<file path="src/design/itoa_pkg.sv">
// Shared types, constants and character helpers for the integer to ASCII formatter.
package itoa_pkg;

   localparam int VALUE_WIDTH = 64;
   localparam int MAX_DIGITS  = 16;
   localparam int STORE_DEPTH = 16;

   localparam int DIGIT_CAP = (MAX_DIGITS > STORE_DEPTH) ? STORE_DEPTH :
                              ((MAX_DIGITS < 1) ? 1 : MAX_DIGITS);
   localparam int ROOM_NEG  = (DIGIT_CAP > 1) ? DIGIT_CAP - 1 : 1;

   localparam int CNT_W = $clog2(STORE_DEPTH + 1);
   localparam int IDX_W = $clog2(STORE_DEPTH);

   localparam logic [63:0] VALUE_MASK = {64{1'b1}} >> (64 - VALUE_WIDTH);
   localparam logic [31:0] RECIP_TEN  = 32'hCCCC_CCCD;

   localparam logic [1:0] FUNC_CHAR     = 2'd0;
   localparam logic [1:0] FUNC_SIGNED   = 2'd1;
   localparam logic [1:0] FUNC_UNSIGNED = 2'd2;
   localparam logic [1:0] FUNC_HEX      = 2'd3;

   localparam logic [7:0] CH_ZERO  = 8'h30;
   localparam logic [7:0] CH_MINUS = 8'h2D;
   localparam logic [7:0] CH_UPPER = 8'h41;
   localparam logic [7:0] CH_LOWER = 8'h61;

   typedef struct packed {
      logic [1:0]  func;
      logic [63:0] value;
      logic        upper_case;
      logic        restart_count;
   } req_type;

   typedef struct packed {
      logic [7:0]  out_char;
      logic        last_char;
      logic [31:0] chars_so_far;
   } rsp_type;

   typedef logic [STORE_DEPTH-1:0][3:0] digits_type;

   typedef struct packed {
      logic             lead;
      logic [7:0]       lead_char;
      logic             upper;
      logic             restart;
      logic [CNT_W-1:0] ndig;
      digits_type       digits;
   } entry_type;

   typedef struct packed {
      logic      push;
      entry_type entry;
   } fifo_wr_type;

   typedef struct packed {
      logic      valid;
      logic      full;
      entry_type entry;
   } fifo_stat_type;

   typedef enum logic [2:0] {
      F_IDLE  = 3'b001,
      F_SPLIT = 3'b010,
      F_PUSH  = 3'b100
   } front_state_type;

   typedef enum logic [1:0] {
      B_IDLE = 2'b01,
      B_EMIT = 2'b10
   } back_state_type;

   function automatic logic [7:0] digit_char(input logic [3:0] d, input logic upper);
      logic [7:0] base;
      base = upper ? CH_UPPER : CH_LOWER;
      if (d < 4'd10) begin
         digit_char = CH_ZERO + {4'd0, d};
      end else begin
         digit_char = base + {4'd0, d} - 8'd10;
      end
   endfunction

endpackage

</file>
<file path="src/design/itoa_queue.sv">
// Two-entry queue of digit runs between the front end and the emitter.
module itoa_queue (
   input  logic                    clock,
   input  logic                    reset,
   input  itoa_pkg::fifo_wr_type   fifo_wr,
   input  logic                    pop,
   output itoa_pkg::fifo_stat_type fifo_stat
);
   import itoa_pkg::*;

   entry_type  slots_ff [2];
   logic       wr_ptr_ff, wr_ptr_in;
   logic       rd_ptr_ff, rd_ptr_in;
   logic [1:0] fill_ff, fill_in;
   logic       do_push;
   logic       do_pop;

   assign do_push = fifo_wr.push && (fill_ff != 2'd2);
   assign do_pop  = pop && (fill_ff != 2'd0);

   always_comb begin
      wr_ptr_in = do_push ? !wr_ptr_ff : wr_ptr_ff;
      rd_ptr_in = do_pop ? !rd_ptr_ff : rd_ptr_ff;
      fill_in   = fill_ff + {1'b0, do_push} - {1'b0, do_pop};
   end

   always_ff @(posedge clock) begin
      if (reset) begin
         wr_ptr_ff <= 1'b0;
         rd_ptr_ff <= 1'b0;
         fill_ff   <= 2'd0;
      end else begin
         wr_ptr_ff <= wr_ptr_in;
         rd_ptr_ff <= rd_ptr_in;
         fill_ff   <= fill_in;
      end
   end

   always_ff @(posedge clock) begin
      if (do_push) begin
         slots_ff[wr_ptr_ff] <= fifo_wr.entry;
      end
   end

   always_comb begin
      fifo_stat.valid = (fill_ff != 2'd0);
      fifo_stat.full  = (fill_ff == 2'd2);
      fifo_stat.entry = slots_ff[rd_ptr_ff];
   end

endmodule

</file>
<file path="config.mk">
export PLATFORM = sky130hd
export DESIGN_NAME = itoa_queue
export DESIGN_NICKNAME = d
export VERILOG_FILES = /design/src/design/itoa_pkg.sv /design/src/design/itoa_queue.sv
export SDC_FILE = /design/constraint.sdc
export NUM_CORES = 1
export LEC_CHECK = 0
export ABC_CLOCK_PERIOD_IN_PS = 2700
export BUFFER_PORTS_ARGS = -buffer_cell sky130_fd_sc_hd__buf_4
export CELL_PAD_IN_SITES_DETAIL_PLACEMENT = 0
export CELL_PAD_IN_SITES_GLOBAL_PLACEMENT = 1
export CORE_ASPECT_RATIO = 1.75
export CORE_UTILIZATION = 39
export CTS_CLUSTER_DIAMETER = 80
export DETAILED_ROUTE_END_ITERATION = 10
export PLACE_DENSITY = 0.76
export SYNTH_ARGS = -nofsm -noshare
export SYNTH_HDL_FRONTEND = slang
export SYNTH_SLANG_ARGS = --single-unit
</file>
<file path="constraint.sdc">
create_clock -name clock -period 2.7 [get_ports clock]
set_clock_uncertainty 0.1 [all_clocks]
set_input_delay 0.405 -clock clock [delete_from_list [all_inputs] [get_ports clock]]
set_output_delay 0.405 -clock clock [all_outputs]
set_load 0.1 [all_outputs]
</file>
==> flow_metrics.tcl <==
set metrics [dict create \
    status "completed" \
    end_kind "output pin" \
    viasPerCell 4.77 \
    ys_seq_area_frac 0.817 \
    rsz0062_at_grt "false" \
    final_common_cell "buf_4" \
    num_antenna_cells 0 \
    route.detailed.drc 0 \
    clock-sinks 165 \
    synth_top_area_frac 0.800 \
    postCtsResizedCells 0 \
    nNetsFinal 545 \
    drv_slew 0 \
    die_width_um 95.8 \
    cts_max_level 4 \
    syn_to_final_growth_pct 34.1 \
    path_clk_slew_ns 0.06 \
    antenna_found_initial 0 \
    slowest_delay_ns 0.59 \
    synth-seq-cells 165 \
    wl_per_cell_um 17.6 \
    drt_iter0_drc 89 \
    finalHoldViolations 0 \
    setup_viol 0 \
    grt_pass1_vias 3401 \
    cts_tree "done" \
    gp_congestion 0.711 \
    firstDrtPassIters 4 \
    core-area_um2 15000 \
    die-area_um2 15900 \
    final_util 0.537 \
    avgSynthCellArea_um2 21.8 \
    tns_ns 0 \
    vias 3120 \
    grt_pass1_wl_um 17200 \
    initial_core_util 0.401 \
    cp_common_cell "buf_4" \
    insertion_delay_ns 0.41 \
    dieHeight_um 166 \
    synth.area.top_cells "edfxtp_1 (80%), mux2_2 (15%), dfxtp_1 (1.7%)" \
    post_cts_buffers 0 \
    grt_max_degree 42 \
    min_period_over_period 0.883 \
    port_buffers 165 \
    maxCapViolCount 0 \
    grt_usage 0.153 \
    holdPathStages 1 \
    pin_count 166 \
    ys_warn_count 0 \
    ff2ff_path_depth 5 \
    dp_hpwl_um 8110 \
    layout-drive-gt1-share 0.611 \
    worstMarginPinSlew_ns 0.550 \
    maxSlewHeadroom 0.633 \
    ys_types 22 \
    antenna_left 0 \
    cp.arrival_ns 1.88 \
    crit_required_ns 2.19 \
    root_buffer "clkbuf_16" \
    dpl_cell_area_um2 7520 \
    post-synth-top-area-cell "edfxtp_1" \
    layout_min_cycle_time_ns 2.38 \
    crit_slowest_cell "dfxtp_4" \
    post-route-cell-area_um2 8050 \
    wl_um 11500 \
    rows 59 \
    netlist_area_um2 6000 \
    path_max_fanout 25 \
    postCtsHoldBufs 0 \
    cts_max_path_buffers 2 \
    synth_cells 276 \
    final_cell_mix "buf_4 (170), edfxtp_1 (160), mux2_2 (80)" \
    syn_nets 362 \
    cts_buffers 17 \
    hp-class "in -> reg" \
    cp-start-kind "register" \
    path_cells "buf_4 > mux2_2 > buf_4" \
    timing.fmax_ghz 0.420 \
    crit_type "reg -> out" \
    overflow 0 \
]
metrics by stage:
stage / hold WS, ns / std cells / setup slack [ns]
2_1_floorplan: 0.351 / 276 / 0.0880
3_3_place_gp: 0.382 / 623 / 0.721
3_5_place_dp: 0.399 / 623 / 0.694
4_1_cts: 0.0514 / 654 / 0.274
5_1_grt: 0.0460 / 654 / 0.225
6_report: 0.0689 / 654 / 0.317
cells by family after synthesis:
family / share of synthesized area
flops: 0.817
mux: 0.150
buf+inv: 0.0129
simple gates: 0.0102
compound gates: 0.00292
xor+xnor: 0.00292
fa+ha+maj: 0.00417
area by class of cell:
type	instances	area, um^2
tap	183	229
timing repair buffer	173	1340
inverter	4	21.3
sequential	165	4910
clock inverter	13	100
multi-input combinational	98	1030
clock buffer	18	429
fill	1227	6940
state kept, by name, summed over array words and instances (netlist names), named ones only:
name,count
rd_ptr_ff,1
fill_ff,2
slots_ff,160
wr_ptr_ff,1
worst paths after layout:
path,slack [ns],startpoint,endpoint
hold / removal,0.07,fifo_wr[33],slots_ff[0][33]$_DFFE_PP_
setup / recovery,0.32,register,fifo_stat[79]
hold reg to reg,0.40,wr_ptr_ff$_SDFFE_PP0P_,wr_ptr_ff$_SDFFE_PP0P_
setup reg to reg,0.73,fill_ff[0]$_SDFF_PP0_,slots_ff[0][77]$_DFFE_PP_
layer usage:
metal | part of all wire | up-vias | track usage
li1 | - | 1450 | -
met1 | 0.31 | 1526 | 0.132
met2 | 0.61 | 112 | 0.296
met3 | 0.046 | 32 | 0.0371
met4 | 0.040 | 0 | 0.0896
met5 | 0 | - | 0
critical path: cells and delay by family, from the launching register on:
kind / cells / cell delay [ns]
DFF: 1 / 0.59
buffers and inverters: 2 / 0.50
muxes: 1 / 0.36
synthesized netlist by cell type:
cell type and count:
a21oi_1 1, or2_2 1, nor2_1 3, nor3_1 1, xnor2_1 1, edfxtp_1 160, and3_2 1, nand2b_2 1
and2_1 1, nor2b_1 1, buf_4 7, o21a_1 1, nand2_1 1, ha_1 2, inv_1 3, o21ai_0 1
xor2_1 1, or3_1 1, buf_2 2, mux2_2 80, dfxtp_1 5, inv_2 1
Power is not shown: default switching activity piles up to over one toggle a cycle in this logic, so the estimate is an artifact.
