**src/design/itoa_pkg.sv**
```systemverilog
// Shared types, constants and character helpers for the integer to ASCII formatter.
package itoa_pkg;

   localparam int VALUE_WIDTH = 64;
   localparam int MAX_DIGITS  = 16;
   localparam int STORE_DEPTH = 16;

   localparam int DIGIT_CAP = (MAX_DIGITS > STORE_DEPTH) ? STORE_DEPTH :
                              ((MAX_DIGITS < 1) ? 1 : MAX_DIGITS);
   localparam int ROOM_NEG  = (DIGIT_CAP > 1) ? DIGIT_CAP - 1 : 1;

   localparam int CNT_W = $clog2(STORE_DEPTH + 1);
   localparam int IDX_W = $clog2(STORE_DEPTH);

   localparam logic [63:0] VALUE_MASK = {64{1'b1}} >> (64 - VALUE_WIDTH);
   localparam logic [31:0] RECIP_TEN  = 32'hCCCC_CCCD;

   localparam logic [1:0] FUNC_CHAR     = 2'd0;
   localparam logic [1:0] FUNC_SIGNED   = 2'd1;
   localparam logic [1:0] FUNC_UNSIGNED = 2'd2;
   localparam logic [1:0] FUNC_HEX      = 2'd3;

   localparam logic [7:0] CH_ZERO  = 8'h30;
   localparam logic [7:0] CH_MINUS = 8'h2D;
   localparam logic [7:0] CH_UPPER = 8'h41;
   localparam logic [7:0] CH_LOWER = 8'h61;

   typedef struct packed {
      logic [1:0]  func;
      logic [63:0] value;
      logic        upper_case;
      logic        restart_count;
   } req_type;

   typedef struct packed {
      logic [7:0]  out_char;
      logic        last_char;
      logic [31:0] chars_so_far;
   } rsp_type;

   typedef logic [STORE_DEPTH-1:0][3:0] digits_type;

   typedef struct packed {
      logic             lead;
      logic [7:0]       lead_char;
      logic             upper;
      logic             restart;
      logic [CNT_W-1:0] ndig;
      digits_type       digits;
   } entry_type;

   typedef struct packed {
      logic      push;
      entry_type entry;
   } fifo_wr_type;

   typedef struct packed {
      logic      valid;
      logic      full;
      entry_type entry;
   } fifo_stat_type;

   typedef enum logic [2:0] {
      F_IDLE  = 3'b001,
      F_SPLIT = 3'b010,
      F_PUSH  = 3'b100
   } front_state_type;

   typedef enum logic [1:0] {
      B_IDLE = 2'b01,
      B_EMIT = 2'b10
   } back_state_type;

   function automatic logic [7:0] digit_char(input logic [3:0] d, input logic upper);
      logic [7:0] base;
      base = upper ? CH_UPPER : CH_LOWER;
      if (d < 4'd10) begin
         digit_char = CH_ZERO + {4'd0, d};
      end else begin
         digit_char = base + {4'd0, d} - 8'd10;
      end
   endfunction

endpackage

```
**src/design/itoa_back.sv**
```systemverilog
// Emitter: turns queued digit runs into characters and keeps the running count.
module itoa_back (
   input  logic                    clock,
   input  logic                    reset,
   input  itoa_pkg::fifo_stat_type fifo_stat,
   output logic                    pop,
   output logic                    rsp_valid,
   input  logic                    rsp_ready,
   output itoa_pkg::rsp_type       rsp_data
);
   import itoa_pkg::*;

   back_state_type   state_ff, state_in;
   logic [31:0]      count_ff, count_in;
   logic             lead_ff, lead_in;
   logic [7:0]       lead_char_ff, lead_char_in;
   logic             upper_ff, upper_in;
   logic [CNT_W-1:0] left_ff, left_in;
   digits_type       digits_ff;
   logic             rsp_valid_ff, rsp_valid_in;
   rsp_type          rsp_data_ff, rsp_data_in;

   logic             advance;
   logic             fire;
   logic [CNT_W-1:0] left_dec;
   logic [7:0]       next_char;
   logic             next_last;
   logic [31:0]      count_inc;

   assign advance   = !rsp_valid_ff || rsp_ready;
   assign pop       = (state_ff == B_IDLE) && fifo_stat.valid;
   assign fire      = (state_ff == B_EMIT) && advance;
   assign left_dec  = left_ff - CNT_W'(1);
   assign count_inc = count_ff + 32'd1;
   assign next_char = lead_ff ? lead_char_ff :
                      digit_char(digits_ff[left_dec[IDX_W-1:0]], upper_ff);
   assign next_last = lead_ff ? (left_ff == '0) : (left_ff == CNT_W'(1));

   always_comb begin
      state_in     = state_ff;
      count_in     = count_ff;
      lead_in      = lead_ff;
      lead_char_in = lead_char_ff;
      upper_in     = upper_ff;
      left_in      = left_ff;
      rsp_data_in  = rsp_data_ff;
      rsp_valid_in = rsp_ready ? 1'b0 : rsp_valid_ff;
      unique case (state_ff)
         B_IDLE: begin
            if (pop) begin
               lead_in      = fifo_stat.entry.lead;
               lead_char_in = fifo_stat.entry.lead_char;
               upper_in     = fifo_stat.entry.upper;
               left_in      = fifo_stat.entry.ndig;
               count_in     = fifo_stat.entry.restart ? 32'd0 : count_ff;
               state_in     = B_EMIT;
            end
         end
         B_EMIT: begin
            if (fire) begin
               rsp_data_in.out_char     = next_char;
               rsp_data_in.last_char    = next_last;
               rsp_data_in.chars_so_far = count_inc;
               rsp_valid_in             = 1'b1;
               count_in                 = count_inc;
               if (lead_ff) begin
                  lead_in = 1'b0;
               end else begin
                  left_in = left_dec;
               end
               if (next_last) begin
                  state_in = B_IDLE;
               end
            end
         end
         default: begin
            state_in = B_IDLE;
         end
      endcase
   end

   always_ff @(posedge clock) begin
      if (reset) begin
         state_ff     <= B_IDLE;
         count_ff     <= '0;
         rsp_valid_ff <= 1'b0;
      end else begin
         state_ff     <= state_in;
         count_ff     <= count_in;
         rsp_valid_ff <= rsp_valid_in;
      end
   end

   always_ff @(posedge clock) begin
      lead_ff      <= lead_in;
      lead_char_ff <= lead_char_in;
      upper_ff     <= upper_in;
      left_ff      <= left_in;
      rsp_data_ff  <= rsp_data_in;
      if (pop) begin
         digits_ff <= fifo_stat.entry.digits;
      end
   end

   assign rsp_valid = rsp_valid_ff;
   assign rsp_data  = rsp_data_ff;

endmodule

```
**config.mk**
```make
export PLATFORM = sky130hd
export DESIGN_NAME = itoa_back
export DESIGN_NICKNAME = d
export VERILOG_FILES = /design/src/design/itoa_pkg.sv /design/src/design/itoa_back.sv
export SDC_FILE = /design/constraint.sdc
export NUM_CORES = 1
export LEC_CHECK = 0
export BUFFER_PORTS_ARGS = -buffer_cell sky130_fd_sc_hd__buf_2
export CAP_MARGIN = 20
export CORE_MARGIN = 8
export CORE_UTILIZATION = 30
export CTS_BUF_LIST = sky130_fd_sc_hd__clkbuf_16
export DETAILED_ROUTE_END_ITERATION = 10
export HOLD_SLACK_MARGIN = 0.12
export PLACE_DENSITY = 0.47
export SLEW_MARGIN = 40
export SYNTH_ARGS = -nofsm -noshare
export SYNTH_HDL_FRONTEND = slang
export SYNTH_SLANG_ARGS = --single-unit
```
**constraint.sdc**
```tcl
create_clock -name clock -period 5.85 [get_ports clock]
set_input_delay 0.2925 -clock clock [delete_from_list [all_inputs] [get_ports clock]]
set_output_delay 0.2925 -clock clock [all_outputs]
set_load 0.005 [all_outputs]
```
==> impl_metrics.toml <==
[grt]
first_global_vias = 4956
overflow = 0
grt_start_max_net_pins = 76
grt_antenna_before_repair = 0
grt_use_total_pct = 12.5
grt_pass1_wl_um = 25600

[timing]
max_freq_mhz = 278
clock-skew-final_ns = 0.00549
worst_slew_pin_slew_ns = 0.746
summed_negative_setup_slack_over_all_endpoints_ns = 0
maxSlewHeadroom_pct = 50.3
grt_setup_unrepaired = "false"
maxSlewViolCount = 0
final.min_clock_period_ns = 3.60
period_share_pct = 61.5
timing.hold.ws_ns = 0.155
finalSetupViolCount = 0
finalHoldViolations = 0

[detailed_routing]
ant_nets = 0
route.vias.total = 4700
via_per_inst = 4.65
wire_per_inst_um = 15.9
detailedRoute.firstPassIterationCount = 4
finalWirelength_um = 16100
initialDrtViolationCount = 282
drt_drc_violations_left = 0

[layout]
num_antenna_cells = 0
n_fill_cell = 2040
finish.net_count = 808
final_core_util_pct = 40.8
area.growth.synth_to_final_pct = 34.4
fraction_of_final_layout_cells_sized_beyond_drive_strength_1_pct = 25.3
layout.cells.non_filler = 1010

[worst_setup_path]
worst_setup_path_start_kind = "flop"
worstSetupPathType = "reg2reg"
slowest_delay_ns = 0.47
timing.critical_path.fanout_max = 23
critical_path_top_delay_cell = "xor2_2"
required_ns = 5.99
critical_path.endpoint_type = "flop"
critPathArrivalTime_ns = 3.74
cp_cell_sequence = "buf_4 > inv_1 > ha_1 > xor2_2 > buf_4 > mux4_1 > mux2_2 > a21oi_1 > ha_1 > a21boi_1 > o311ai_1"

[placement]
routabilityCongestion = 0.740
portBuffers = 126
place.detailed.hpwl_um = 10400
dp.cells = 906

[die]
placement_rows = 54
design.die.area_sq_um = 26900
die-height_um = 164
pin_count = 128
die_x_um = 164
initial_core_util_pct = 30.4
core_area_sq_um = 21600

[yosys]
synth_seq_area_share_pct = 65.6
number_of_flops_mapped_to_enable_cells_by_yosys = 120
postSynthNetCount = 609
post_synth_most_frequent_cells = "edfxtp_1, nand2_1, nor2_1, dfxtp_1, a21oi_1"
async_reset_ff_share_pct = 0
synth_area_sq_um = 6560
netlist_top_cells_area = "edfxtp_1, dfxtp_1, nand2_1"
ys_seq_elements = 155
synth_cell_type_count = 49
synthMostInstantiatedCell = "edfxtp_1"
yosysWarnings = 0
syn-instance-count = 519
post-synth-top-area-cell = "edfxtp_1"
synth_top_flop_cell = "edfxtp_1"
postSynthAreaPerCell_sq_um = 12.6
synth_top_area_share_pct = 54.9

[pwr]
combPwrFrac_pct = 11.2
power_switching_w = 0.000618
clockPowerShare_pct = 41.4
p_sw_share_pct = 23.2
power.share.sequential_pct = 47.4
peakVddDrop_uv = 181
internal-power_w = 0.00205
power_density_nw_per_um2 = 302
cellLeakagePower_nw = 3.27

[clock_network]
cts.repair.resized = 0
cts.sinks = 155
cts_hold_buffers = 73
post-cts-setup-buffer-count = 0
cts_max_path_buffers = 2
cts_buffers = 17
htreeDepth = 4
tritoncts = "built"
root_buffer = "clkbuf_16"
clk-insertion-delay-late_ns = 0.42
path_clk_slew_ns = 0.06

[job]
drv_cap = 0

[min_path]
path_category_of_the_worst_min_delay_check = "in2reg"

[run_status]
run_status = "complete, no violations"
-- path summary, 6_finish.rpt --
kind	start	end	slack, ns	cells past startpoint
worst max-delay path	left_ff[0]	rsp_data[35]	2.25	11
worst min-delay path	fifo_stat[79]	lead_ff	0.15	2
worst max register to register	left_ff[0]	rsp_data[35]	2.25	11
worst min register to register	count_ff[26]	count_ff[26]	0.53	2
-- worst max-delay path: cells and delay by family (launching register included) --
| kind | cells | cell delay (ns) |
|---|---|---|
| DFF | 1 | 0.32 |
| muxes | 2 | 0.59 |
| buffers and inverters | 3 | 0.72 |
| AOI/OAI and AO/OA | 3 | 0.65 |
| adders and majority gates | 2 | 0.58 |
| xor gates and xnor gates | 1 | 0.47 |
-- power by group through the flow --
stage | combinational (W) | sequential (W) | clock (W)
2_1_floorplan | 0.000171 | 0.00128 | 0
3_3_place_gp | 0.000257 | 0.00128 | 0
3_5_place_dp | 0.000263 | 0.00129 | 0
4_1_cts | 0.000303 | 0.00126 | 0.00113
5_1_grt | 0.000332 | 0.00127 | 0.00118
6_report | 0.000298 | 0.00126 | 0.00110
-- layer usage --
layer	track usage, %	vias to the layer above	share of wire [%]
li1	-	2297	-
met1	14.4	2272	43
met2	21.3	106	50
met3	3.33	25	5.2
met4	5.83	0	2.2
met5	0	-	0
-- stage by stage --
stage                     area [sq um]  setup slack [ns]  power (W)
after floorplan                   6560              1.19    0.00146
after global placement            7490              2.26    0.00154
after detailed placement          7510              2.22    0.00155
after CTS                         8820              2.20    0.00270
after global routing              8820              2.00    0.00278
final                             8820              2.25    0.00266
-- flip-flops by register name (all words and copies together) (netlist names) --
name          flops
digits_ff        64
rsp_data         41
count_ff         32
lead_char_ff      8
left_ff           5
state_ff          2
lead_ff           1
rsp_valid         1
upper_ff          1
-- cell families (layout without fill, tap and decap cells) --
logic type                 count (synthesis)  count (layout)  synth area share, %
muxes                                     21              21                 5.13
and+or+nand+nor                          182             182                 13.2
AOI/OAI and AO/OA                         87              87                 8.02
xor gates and xnor gates                  36              36                 5.03
DFF                                      155             155                 65.6
adders and majority gates                  5               5                0.953
buffers and inverters                     33             244                 2.08
-- cell usage in the layout, fill, tap and decap left out, types with 3 or more instances in the layout --
| cell type | n |
|---|---|
| mux4_2 | 7 |
| nor4_1 | 9 |
| and2_1 | 3 |
| nand3b_1 | 5 |
| bufinv_16 | 3 |
| mux2_2 | 4 |
| or3_1 | 3 |
| o21ai_0 | 23 |
| buf_2 | 126 |
| nand3_1 | 13 |
| ha_1 | 5 |
| a21oi_1 | 29 |
| edfxtp_1 | 120 |
| nor3_1 | 11 |
| clkbuf_16 | 17 |
| mux2i_1 | 7 |
| clkinvlp_4 | 3 |
| dlygate4sd3_1 | 73 |
| buf_4 | 5 |
| inv_1 | 7 |
| a21boi_1 | 3 |
| dfxtp_1 | 35 |
| o21ai_1 | 5 |
| a31oi_1 | 4 |
| a22oi_1 | 12 |
| nand2_1 | 62 |
| xor2_1 | 17 |
| and3_1 | 11 |
| xnor2_1 | 17 |
| clkinv_1 | 4 |
| nor2_1 | 50 |
-- final cells by class --
| cell class | count | area (sq um) | area share, % |
|---|---|---|---|
| repair buffers | 205 | 1410 | 16.0 |
| well taps | 280 | 350 | 3.97 |
| inverters | 8 | 30.0 | 0.340 |
| clock buffers | 17 | 425 | 4.82 |
| flip-flops and latches | 155 | 4300 | 48.8 |
| multi-input cells | 331 | 2150 | 24.3 |
| clock inverters | 14 | 155 | 1.76 |
No activity file was read; power rests on OpenSTA's default activity.
